<file path="config.mk">
export PLATFORM = sky130hd
export DESIGN_NAME = matrix_keypad_scanner_core
export DESIGN_NICKNAME = d
export VERILOG_FILES = /design/src/mks_pkg.sv /design/src/matrix_keypad_scanner_core.sv
export SDC_FILE = /design/constraint.sdc
export NUM_CORES = 1
export LEC_CHECK = 0
export ABC_AREA = 1
export BUFFER_PORTS_ARGS = -buffer_cell sky130_fd_sc_hd__buf_4
export CAP_MARGIN = 20
export CORE_MARGIN = 1.5
export CORE_UTILIZATION = 45
export CTS_CLUSTER_DIAMETER = 150
export DETAILED_ROUTE_END_ITERATION = 8
export PLACE_DENSITY = 0.67
export SKIP_CTS_REPAIR_TIMING = 1
export SYNTH_ARGS = -nofsm -noshare
export SYNTH_HDL_FRONTEND = slang
export SYNTH_SLANG_ARGS = --single-unit
</file>
<file path="constraint.sdc">
create_clock -name aclk -period 2.6 [get_ports aclk]
set_clock_uncertainty 0.15 [all_clocks]
set_input_delay 0 -clock aclk [delete_from_list [all_inputs] [get_ports aclk]]
set_output_delay 0 -clock aclk [all_outputs]
set_load 0.01 [all_outputs]
</file>
<file path="src/mks_pkg.sv">
// ----------------------------------------------------------------------------
// Keypad scanner package
// Phase encoding, register indexes, field widths and fixed timing constants.
// ----------------------------------------------------------------------------
package mks_pkg;

    // Field widths
    localparam int ROW_LEVELS_W   = 4;
    localparam int COL_DRIVE_W    = 4;
    localparam int KEY_CODE_W     = 5;
    localparam int S_TDATA_W      = 8;
    localparam int M_TDATA_W      = 16;

    // Configuration port
    localparam int CFG_INDEX_W    = 2;
    localparam int CFG_DATA_W     = 10;
    localparam int SETTLE_W       = 8;
    localparam int SAMPLE_W       = 10;

    localparam logic [CFG_INDEX_W-1:0] REG_SETTLE_TICKS  = 2'd0;
    localparam logic [CFG_INDEX_W-1:0] REG_SAMPLE_TICKS  = 2'd1;
    localparam logic [CFG_INDEX_W-1:0] REG_DEBOUNCE_MODE = 2'd2;

    localparam logic [SETTLE_W-1:0] SETTLE_TICKS_RST = 8'd2;
    localparam logic [SAMPLE_W-1:0] SAMPLE_TICKS_RST = 10'd20;

    // Debounce timing
    localparam int TICK_W = 10;
    localparam logic [TICK_W:0] RELEASE_TICKS = 11'd90;
    localparam int CONFIRM_SAMPLES = 3;
    localparam logic [CONFIRM_SAMPLES-1:0] ALL_HIGH = 3'b111;

    // Only the first four rows can be reported
    localparam int MAX_ROWS = 4;
    localparam int ROW_IDX_W = 2;

    typedef enum logic [2:0] {
        PH_START        = 3'd0,
        PH_SCAN         = 3'd1,
        PH_CONFIRM      = 3'd2,
        PH_WAIT_RELEASE = 3'd3,
        PH_WATCH        = 3'd4
    } phase_t;

endpackage

</file>
<file path="src/matrix_keypad_scanner_core.sv">
// ----------------------------------------------------------------------------
// Matrix keypad scanner core
// Column-by-column keypad scan with settle wait, debounce and release detect.
// ----------------------------------------------------------------------------
// Each input item is one timer tick carrying the sampled row levels; each
// tick produces exactly one result item with the column drive after that
// tick, a scan-done mark (m_tlast) and a key code (0 = no key, otherwise
// column + 1 + NUM_COLUMNS * row). The block takes one item per clock cycle
// in steady state while m_tready does not stall results: a tick is captured
// in an input register, the scan state machine updates from it
// combinationally, and the result lands in an output register. The input
// register keeps accepting while a result waits on a stalled m_tready, so
// one more tick is taken before back-pressure reaches s_tready. Configuration
// writes take effect on the next tick; the debounce mode is latched per key capture.
// ----------------------------------------------------------------------------
module matrix_keypad_scanner_core #(
    parameter int NUM_COLUMNS = 4,
    parameter int NUM_ROWS    = 4
) (
    input  logic                              aclk,
    input  logic                              aresetn,

    // Configuration write port
    input  logic                              cfg_we,
    input  logic [mks_pkg::CFG_INDEX_W-1:0]   cfg_index,
    input  logic [mks_pkg::CFG_DATA_W-1:0]    cfg_wdata,

    // Tick input
    input  logic                              s_tvalid,
    output logic                              s_tready,
    input  logic [mks_pkg::S_TDATA_W-1:0]     s_tdata,   // [3:0] row_levels

    // Result output
    output logic                              m_tvalid,
    input  logic                              m_tready,
    output logic [mks_pkg::M_TDATA_W-1:0]     m_tdata,   // [3:0] column_drive, [8:4] key_code
    output logic                              m_tlast    // scan_done
);
    import mks_pkg::*;

    // Column index width and drive vector width (drive is masked to 4 bits)
    localparam int CW    = (NUM_COLUMNS > 1) ? $clog2(NUM_COLUMNS) : 1;
    localparam int DRV_W = (NUM_COLUMNS > COL_DRIVE_W) ? NUM_COLUMNS : COL_DRIVE_W;
    localparam int NR_EFF = (NUM_ROWS < MAX_ROWS) ? NUM_ROWS : MAX_ROWS;
    localparam logic [CW-1:0] LAST_COL = CW'(NUM_COLUMNS - 1);
    localparam int SUM_W = KEY_CODE_W + 1;

    // Configuration registers
    logic [SETTLE_W-1:0] settle_ticks_reg;
    logic [SAMPLE_W-1:0] sample_ticks_reg;
    logic                debounce_mode_reg;

    // Input stage
    logic                    in_valid_reg;
    logic [ROW_LEVELS_W-1:0] in_rows_reg;

    // Scan state
    phase_t                       phase_reg,    phase_next;
    logic [CW-1:0]                scan_col_reg, scan_col_next;
    logic [CW-1:0]                held_col_reg, held_col_next;
    logic [ROW_IDX_W-1:0]         held_row_reg, held_row_next;
    logic [TICK_W-1:0]            tick_reg,     tick_next;
    logic [CONFIRM_SAMPLES-1:0]   sample_reg,   sample_next;
    logic [ROW_IDX_W-1:0]         sidx_reg,     sidx_next;
    logic                         rel_seen_reg, rel_seen_next;

    // Output stage
    logic                   m_valid_reg;
    logic [COL_DRIVE_W-1:0] drive_reg,    drive_next;
    logic                   done_reg,     done_next;
    logic [KEY_CODE_W-1:0]  code_reg,     code_next;

    // Handshake
    logic advance;
    logic s_accept;

    // Datapath helpers
    logic                       row_hit;
    logic [ROW_IDX_W-1:0]       row_idx;
    logic                       held_level;
    logic [TICK_W:0]            tick_inc;
    logic [CONFIRM_SAMPLES-1:0] sample_set;
    logic [SUM_W-1:0]           code_sum;
    logic [KEY_CODE_W-1:0]      held_code;
    logic [DRV_W-1:0]           drive_wide;

    // The input register moves on whenever the output register is free or draining
    assign advance  = in_valid_reg && (!m_valid_reg || m_tready);
    assign s_tready = !in_valid_reg || advance;
    assign s_accept = s_tvalid && s_tready;

    // ------------------------------------------------------------------
    // Configuration
    // ------------------------------------------------------------------
    always_ff @(posedge aclk) begin
        if (!aresetn) begin
            settle_ticks_reg  <= SETTLE_TICKS_RST;
            sample_ticks_reg  <= SAMPLE_TICKS_RST;
            debounce_mode_reg <= 1'b0;
        end else if (cfg_we) begin
            unique case (cfg_index)
                REG_SETTLE_TICKS:  settle_ticks_reg  <= cfg_wdata[SETTLE_W-1:0];
                REG_SAMPLE_TICKS:  sample_ticks_reg  <= cfg_wdata[SAMPLE_W-1:0];
                REG_DEBOUNCE_MODE: debounce_mode_reg <= cfg_wdata[0];
                default: begin
                end
            endcase
        end
    end

    // ------------------------------------------------------------------
    // Input stage
    // ------------------------------------------------------------------
    always_ff @(posedge aclk) begin
        if (!aresetn) begin
            in_valid_reg <= 1'b0;
        end else if (s_accept) begin
            in_valid_reg <= 1'b1;
        end else if (advance) begin
            in_valid_reg <= 1'b0;
        end
    end

    always_ff @(posedge aclk) begin
        if (s_accept) begin
            in_rows_reg <= s_tdata[ROW_LEVELS_W-1:0];
        end
    end

    // ------------------------------------------------------------------
    // Row capture: lowest high row among the reportable rows
    // ------------------------------------------------------------------
    always_comb begin
        row_hit = 1'b0;
        row_idx = '0;
        for (int r = NR_EFF - 1; r >= 0; r--) begin
            if (in_rows_reg[r]) begin
                row_hit = 1'b1;
                row_idx = ROW_IDX_W'(r);
            end
        end
    end

    assign held_level = in_rows_reg[held_row_reg];
    assign tick_inc   = {1'b0, tick_reg} + (TICK_W+1)'(1);
    assign code_sum   = SUM_W'(held_col_reg) + SUM_W'(1)
                      + SUM_W'(NUM_COLUMNS) * SUM_W'(held_row_reg);
    assign held_code  = code_sum[KEY_CODE_W-1:0];

    // ------------------------------------------------------------------
    // Scan state machine: next state and result for the tick in the input register
    // ------------------------------------------------------------------
    always_comb begin
        phase_next    = phase_reg;
        scan_col_next = scan_col_reg;
        held_col_next = held_col_reg;
        held_row_next = held_row_reg;
        tick_next     = tick_reg;
        sample_next   = sample_reg;
        sidx_next     = sidx_reg;
        rel_seen_next = rel_seen_reg;
        sample_set    = sample_reg;
        done_next     = 1'b0;
        code_next     = '0;

        unique case (phase_reg)
            PH_SCAN: begin
                if (tick_reg < {{(TICK_W-SETTLE_W){1'b0}}, settle_ticks_reg}) begin
                    tick_next = tick_inc[TICK_W-1:0];
                end else if (row_hit) begin
                    // Key seen: hold this column and start debounce
                    held_row_next = row_idx;
                    held_col_next = scan_col_reg;
                    tick_next     = '0;
                    sample_next   = '0;
                    sidx_next     = '0;
                    rel_seen_next = 1'b0;
                    phase_next    = debounce_mode_reg ? PH_WATCH : PH_CONFIRM;
                end else if (scan_col_reg == LAST_COL) begin
                    // Empty scan
                    done_next  = 1'b1;
                    phase_next = PH_START;
                end else begin
                    scan_col_next = scan_col_reg + CW'(1);
                    tick_next     = '0;
                end
            end
            PH_CONFIRM: begin
                tick_next = tick_inc[TICK_W-1:0];
                // An interval of zero behaves like one
                if (tick_inc >= {1'b0, sample_ticks_reg}) begin
                    tick_next = '0;
                    sample_set[sidx_reg] = held_level;
                    if (sidx_reg == ROW_IDX_W'(CONFIRM_SAMPLES - 1)) begin
                        if (sample_set == ALL_HIGH) begin
                            phase_next = PH_WAIT_RELEASE;
                        end else if (sample_set == '0) begin
                            done_next  = 1'b1;
                            phase_next = PH_START;
                        end
                        // mixed samples: start the triple again
                        sample_next = '0;
                        sidx_next   = '0;
                    end else begin
                        sample_next = sample_set;
                        sidx_next   = sidx_reg + ROW_IDX_W'(1);
                    end
                end
            end
            PH_WAIT_RELEASE: begin
                if (!held_level) begin
                    done_next  = 1'b1;
                    code_next  = held_code;
                    phase_next = PH_START;
                end
            end
            PH_WATCH: begin
                tick_next = tick_inc[TICK_W-1:0];
                if (tick_inc >= RELEASE_TICKS) begin
                    tick_next = '0;
                    if (held_level) begin
                        rel_seen_next = 1'b0;
                    end else if (rel_seen_reg) begin
                        rel_seen_next = 1'b0;
                        done_next     = 1'b1;
                        code_next     = held_code;
                        phase_next    = PH_START;
                    end else begin
                        rel_seen_next = 1'b1;
                    end
                end
            end
            default: begin
                // Scan start: select column 0
                scan_col_next = '0;
                tick_next     = '0;
                phase_next    = PH_SCAN;
            end
        endcase

        // Drive follows the phase after this tick
        drive_wide = '0;
        if (phase_next == PH_SCAN) begin
            drive_wide = DRV_W'(1) << scan_col_next;
        end else if (phase_next == PH_CONFIRM || phase_next == PH_WAIT_RELEASE ||
                     phase_next == PH_WATCH) begin
            drive_wide = DRV_W'(1) << held_col_next;
        end
        drive_next = drive_wide[COL_DRIVE_W-1:0];
    end

    // ------------------------------------------------------------------
    // State and output registers
    // ------------------------------------------------------------------
    always_ff @(posedge aclk) begin
        if (!aresetn) begin
            phase_reg    <= PH_START;
            scan_col_reg <= '0;
            held_col_reg <= '0;
            held_row_reg <= '0;
            tick_reg     <= '0;
            sample_reg   <= '0;
            sidx_reg     <= '0;
            rel_seen_reg <= 1'b0;
            m_valid_reg  <= 1'b0;
        end else if (advance) begin
            phase_reg    <= phase_next;
            scan_col_reg <= scan_col_next;
            held_col_reg <= held_col_next;
            held_row_reg <= held_row_next;
            tick_reg     <= tick_next;
            sample_reg   <= sample_next;
            sidx_reg     <= sidx_next;
            rel_seen_reg <= rel_seen_next;
            m_valid_reg  <= 1'b1;
        end else if (m_tready) begin
            m_valid_reg  <= 1'b0;
        end
    end

    always_ff @(posedge aclk) begin
        if (advance) begin
            drive_reg <= drive_next;
            done_reg  <= done_next;
            code_reg  <= code_next;
        end
    end

    assign m_tvalid = m_valid_reg;
    assign m_tlast  = done_reg;
    assign m_tdata  = {{(M_TDATA_W-COL_DRIVE_W-KEY_CODE_W){1'b0}}, code_reg, drive_reg};

endmodule

</file>
==> results.toml, run 1 <==
[logic_synthesis]
synthFlopType = "dfxtp_1"
async_flop_share = 0
yosys-top-cells-count = "nand2_1, inv_1, dfxtp_1, nand3_1, nor2_1"
ys_ff_latch = 59
synth_cell_types = 40
synthCells = 541
synth.area.top_cells = "dfxtp_1, edfxtp_1, nand2_1"
synth_area_per_cell_um2 = 7.23
synth-edff-count = 14
syn_area_um2 = 3910
synth_top_area_cell = "dfxtp_1"
yosysMostFrequentCell = "nand2_1"
synth_top_area_share = 0.230
yosysSeqAreaShare = 0.338
yosys_warnings = 0

[global_route]
gr-usage-all-layers = 0.229
grt_pass1_vias = 3549
grt_antenna_before_repair = 0
grt_pass1_wl_mm = 16.2
grt_max_degree = 32
gr-total-overflow = 0

[timing]
timing.final.crit_share = 1.05
fin_setup_tns_ns = -0.429
fmaxAchievable_mhz = 368
drv_slew = 0
hold_viol_final = 0
min_period_ns = 2.72
worst_slew_pin_slew_ns = 0.580
rsz0062_at_grt = "true"
setup_viol = 5
layout_setup_ws_ns = -0.118
slew_headroom = 0.610

[power]
peakVddDrop_v = 0.000266
power.total_mw = 2.70
leakage_nw = 2.32
power.density_nw_per_um2 = 526

[setup_path]
cp-start-kind = "flop"
end_kind = "flop"
worstPathArrival_ns = 2.68
crit_required_ns = 2.57
setup.worst_path.class = "flop to flop"
r2r_cells = 19
path_max_fanout = 6

[drt]
vias_per_cell = 5.24
drc_errors = 0
via_count = 3881
drt_iter0_markers = 183
drt_wl_total_mm = 10.4
detail-route-antenna-nets = 0
wl_per_cell_um = 14.0
drt_first_pass_iters = 5

[placed_design]
gp_congestion = 0.910
dp_hpwl_mm = 7.15
placed_cells = 693
port_buffers = 32

[die]
core_um2 = 8340
die_w_um = 96.3
io_pins = 44
die_area_um2 = 9270
initial_utilization = 0.469
rows = 33
die_height_um = 96.3

[final_layout]
stdcell_count = 741
nets = 675
final_core_util = 0.615
diodes = 0
drive_gt1_frac = 0.266
layout-area-overhead-vs-synth_pct = 31.1

[clock_tree]
cts.sinks = 59
cts_root_buf = "clkbuf_8"
clockBufferDepth = 2
clk_pin_slew_worst_paths_ns = 0.08
cts_buffers = 9
cts_htree_levels = 3
cts_tree = "built"
clk_latency_ns = 0.36

[hold_path]
holdPathStages = 2
hp-class = "input pin to flop"

[run_status]
violations = "negative setup slack"
status = "finished with violations"

[run]
maxCapViolCount = 0
## metrics by stage
stage / setup WS (ns) / hold WS, ns / instance area, um2
global route: -0.256 / 0.233 / 5130
detailed placement: -0.0671 / 0.0300 / 4460
floorplan: -0.0204 / -0.0511 / 3990
global placement: 0.0286 / 0.0295 / 4460
finish: -0.118 / 0.226 / 5130
CTS: -0.107 / -0.337 / 4680
## area by class of cell
type	instances	area (um2)
multi-input combinational	381	2350
tap	105	131
sequential	59	1330
timing repair buffer	92	763
inverter	88	333
clock inverter	7	100
fill	756	3210
clock buffer	9	124
## routing by layer
layer  track usage  vias to the layer above  share of wire
met3        0.0395                       22          0.049
met2         0.387                      128           0.50
met5             0                        -              0
met1         0.279                     1780           0.42
li1              -                     1951              -
met4         0.116                        0          0.028
## worst max-delay path, stage by stage (launching register included)
cell and delay [ns]:
dfxtp_4 0.37, ha_4 0.15, nand2_4 0.05, nor2_4 0.11, nand3_4 0.09, xor2_4 0.17
ha_4 0.29, nand2_4 0.06, nor2_4 0.13, nand2_2 0.06, nand2_2 0.06, nand2_2 0.08
nand3_4 0.08, nand2_4 0.07, nand3_2 0.06, nand2_2 0.06, nor2_4 0.16, nand2_2 0.11
nand2_2 0.08, nand2_1 0.05
## kinds of logic (layout without fill, tap and decap cells)
group / count (synthesis) / after routing / synth area share
DFF: 59 / 59 / 0.338
adders and majority gates: 19 / 19 / 0.0607
AOI/OAI and AO/OA: 89 / 89 / 0.121
buffers and inverters: 107 / 196 / 0.114
other: 1 / 7 / 0.000958
and+or+nand+nor: 262 / 262 / 0.354
xor gates and xnor gates: 4 / 4 / 0.0109
## power breakdown
part	switching, mW	internal (mW)
combinational	0.414	0.267
sequential	0.0381	0.990
clock	0.443	0.546
total	0.895	1.80
## layout by cell type, fill, tap and decap left out, types with 2 or more instances in the layout
cell / synthesis / routed
nor2_4: 8 / 10
a21oi_2: 0 / 2
nand2_4: 4 / 8
nand2_2: 19 / 24
clkinv_4: 0 / 3
inv_1: 75 / 74
dfxtp_1: 45 / 41
o211ai_1: 4 / 4
nor3_4: 3 / 3
nand3_2: 9 / 9
ha_4: 0 / 6
o21ai_1: 6 / 8
nand3_1: 45 / 43
inv_2: 12 / 13
a21oi_1: 43 / 41
clkbuf_8: 0 / 9
buf_4: 9 / 63
nand2_1: 95 / 86
edfxtp_1: 14 / 14
nand3_4: 2 / 4
nand4_1: 21 / 21
nor3_1: 6 / 6
dfxtp_2: 0 / 2
conb_1: 1 / 7
dlygate4sd3_1: 0 / 29
ha_1: 19 / 13
o21ai_0: 31 / 29
bufinv_16: 0 / 2
nor2_1: 44 / 43
dfxtp_4: 0 / 2
## worst paths after layout
path | slack (ns) | end | from
worst max-delay path | -0.12 | drive_reg[2] | tick_reg[0]
worst min register to register | 0.31 | sample_ticks_reg[3] | sample_ticks_reg[3]
worst max register to register | -0.12 | drive_reg[2] | tick_reg[0]
worst min-delay path | 0.23 | in_rows_reg[1] | s_tdata[1]
Note: power is estimated with default switching activity, not from simulation.
==> inputs of run 2 (changes only) <==
RECOVER_POWER = 100   (was not set)
==> run 2 against run 1 <==
  * Wire length shrank 0.58%
  * Largest power group unchanged
  * Worst hold slack improved by 0.017 ns
  * Utilization shrank 0.81 points
  * Highest routed layer unchanged
  * Sequential share of layout area increased by 0.35 points
  * Via count increased by 0.44%
  * Global-route usage stayed put
  * Sequential power about the same
  * The run still ends with negative setup slack left
  * Die area did not move
  * Critical endpoint unchanged
  * Non-clock buffer count stayed put
==> results.toml, run 2 (same netlist as run 1, synthesis figures left out) <==
[global_route]
gr-total-overflow = 0
grt_pass1_vias = 3549
grt_antenna_before_repair = 0
gr-usage-all-layers = 0.229
grt_max_degree = 32
grt_pass1_wl_mm = 16.2

[hold_path]
hp-class = "input pin to flop"
holdPathStages = 2
hp-start = "s_tdata[1]"

[setup_path]
end_kind = "flop"
setup.worst_path.class = "flop to flop"
cp_common_cell = "nand2_2"
crit_required_ns = 2.56
max_stage_delay_ns = 0.37
r2r_cells = 19
r2r_slack_ns = -0.13
r2r_start = "tick_reg[0]"
worstPathArrival_ns = 2.69
crit_slowest_cell = "dfxtp_4"
critical-path-top-delay-family = "simple AND/OR/NAND/NOR gates"
cp-startpoint = "tick_reg[0]"
cp_cell_sequence = "ha_4, nand2_4, nor2_4, nand3_4, xor2_4, ha_4, nand2_4, nor2_4, nand2_2, nand2_2, nand2_2, nand3_4, nand2_4, nand3_2, nand2_2, nor2_4, nand2_2, nand2_2, nand2_1"
critPathBufInv = 0
path_max_fanout = 6
cp-start-kind = "flop"
crit_cells = 19

[final_layout]
final_core_util = 0.607
diodes = 0
layout-area-overhead-vs-synth_pct = 29.4
layout_commonest_cell = "nand2_1"
nets = 675
layout_common_cells = "nand2_1, inv_1, buf_4"
drive_gt1_frac = 0.237

[timing]
worst_slew_pin_slew_ns = 0.737
min_period_ns = 2.73
hold_viol_final = 0
timing.final.crit_share = 1.05
layout_setup_ws_ns = -0.130
drv_slew = 0
setup_viol = 5
rsz0062_at_grt = "true"
fmaxAchievable_mhz = 366
hold_ws_ns = 0.243
slew_headroom = 0.509

[power]
peakVddDrop_v = 0.000266
power.density_nw_per_um2 = 531
leakage_nw = 2.25

[placed_design]
dp_hpwl_mm = 7.15
port_buffers = 32
gp_congestion = 0.910

[clock_tree]
cts_buffers = 9
clockBufferDepth = 2
clk_latency_ns = 0.36
cts_root_buf = "clkbuf_8"
clk_pin_slew_worst_paths_ns = 0.08
cts_tree = "built"
cts.sinks = 59
cts_htree_levels = 3

[drt]
drt_wl_total_mm = 10.3
wl_per_cell_um = 13.9
detail-route-antenna-nets = 0
drt_iter0_markers = 209
drc_errors = 0
via_count = 3898
drt_first_pass_iters = 5
vias_per_cell = 5.26

[die]
core_um2 = 8340
die_area_um2 = 9270
initial_utilization = 0.469
rows = 33
die_w_um = 96.3
io_pins = 44
die_height_um = 96.3

[run]
maxCapViolCount = 0

[run_status]
status = "finished with violations"
violations = "negative setup slack"
## run 2: cell count changes in the layout (fill, tap and decap cells not counted), moves of 2 or more
cell	before	now
nand2_1	86	88
clkbuf_4	0	4
clkbuf_1	0	14
buf_4	63	45
## run 2: final timing paths
path                               to
setup reg to reg         drive_reg[2]
hold / removal         in_rows_reg[1]
setup / recovery         drive_reg[2]
hold reg to reg   sample_ticks_reg[3]
## run 2: final cells by class
type                    instances  area [um2]
clock inverters                 7         100
multi-input cells             381        2330
clock buffers                   9         124
flip-flops and latches         59        1330
repair buffers                 92         711
well taps                     105         131
fillers                       774        3280
inverters                      88         333
## run 2: metrics by stage
| stage | cells | worst slack [ns] | power (mW) | setup TNS [ns] | cell area (um2) |
|---|---|---|---|---|---|
| 6_report | 741 | -0.130 | 2.69 | -0.472 | 5060 |
| 3_3_place_gp | 693 | 0.0286 | 1.62 | 0 | 4460 |
| 2_1_floorplan | 547 | -0.0204 | 1.46 | -0.0813 | 3990 |
| 5_1_grt | 741 | -0.256 | 2.81 | -2.23 | 5060 |
| 4_1_cts | 709 | -0.107 | 2.61 | -0.374 | 4680 |
| 3_5_place_dp | 693 | -0.0671 | 1.63 | -0.186 | 4460 |
## run 2: layer usage
layer,vias up,share of wire,wire length (um),global-route usage
li1,1954,-,-,-
met1,1801,0.43,4390,0.279
met2,116,0.49,5090,0.387
met3,27,0.050,521,0.0395
met4,0,0.031,325,0.116
met5,-,0,0,0
## run 2: where the power goes
part / switching [mW] / internal, mW / leakage [nW] / total [mW]
clock network: 0.443 / 0.546 / 0.114 / 0.989
logic: 0.411 / 0.259 / 1.63 / 0.669
registers: 0.0380 / 0.991 / 0.507 / 1.03
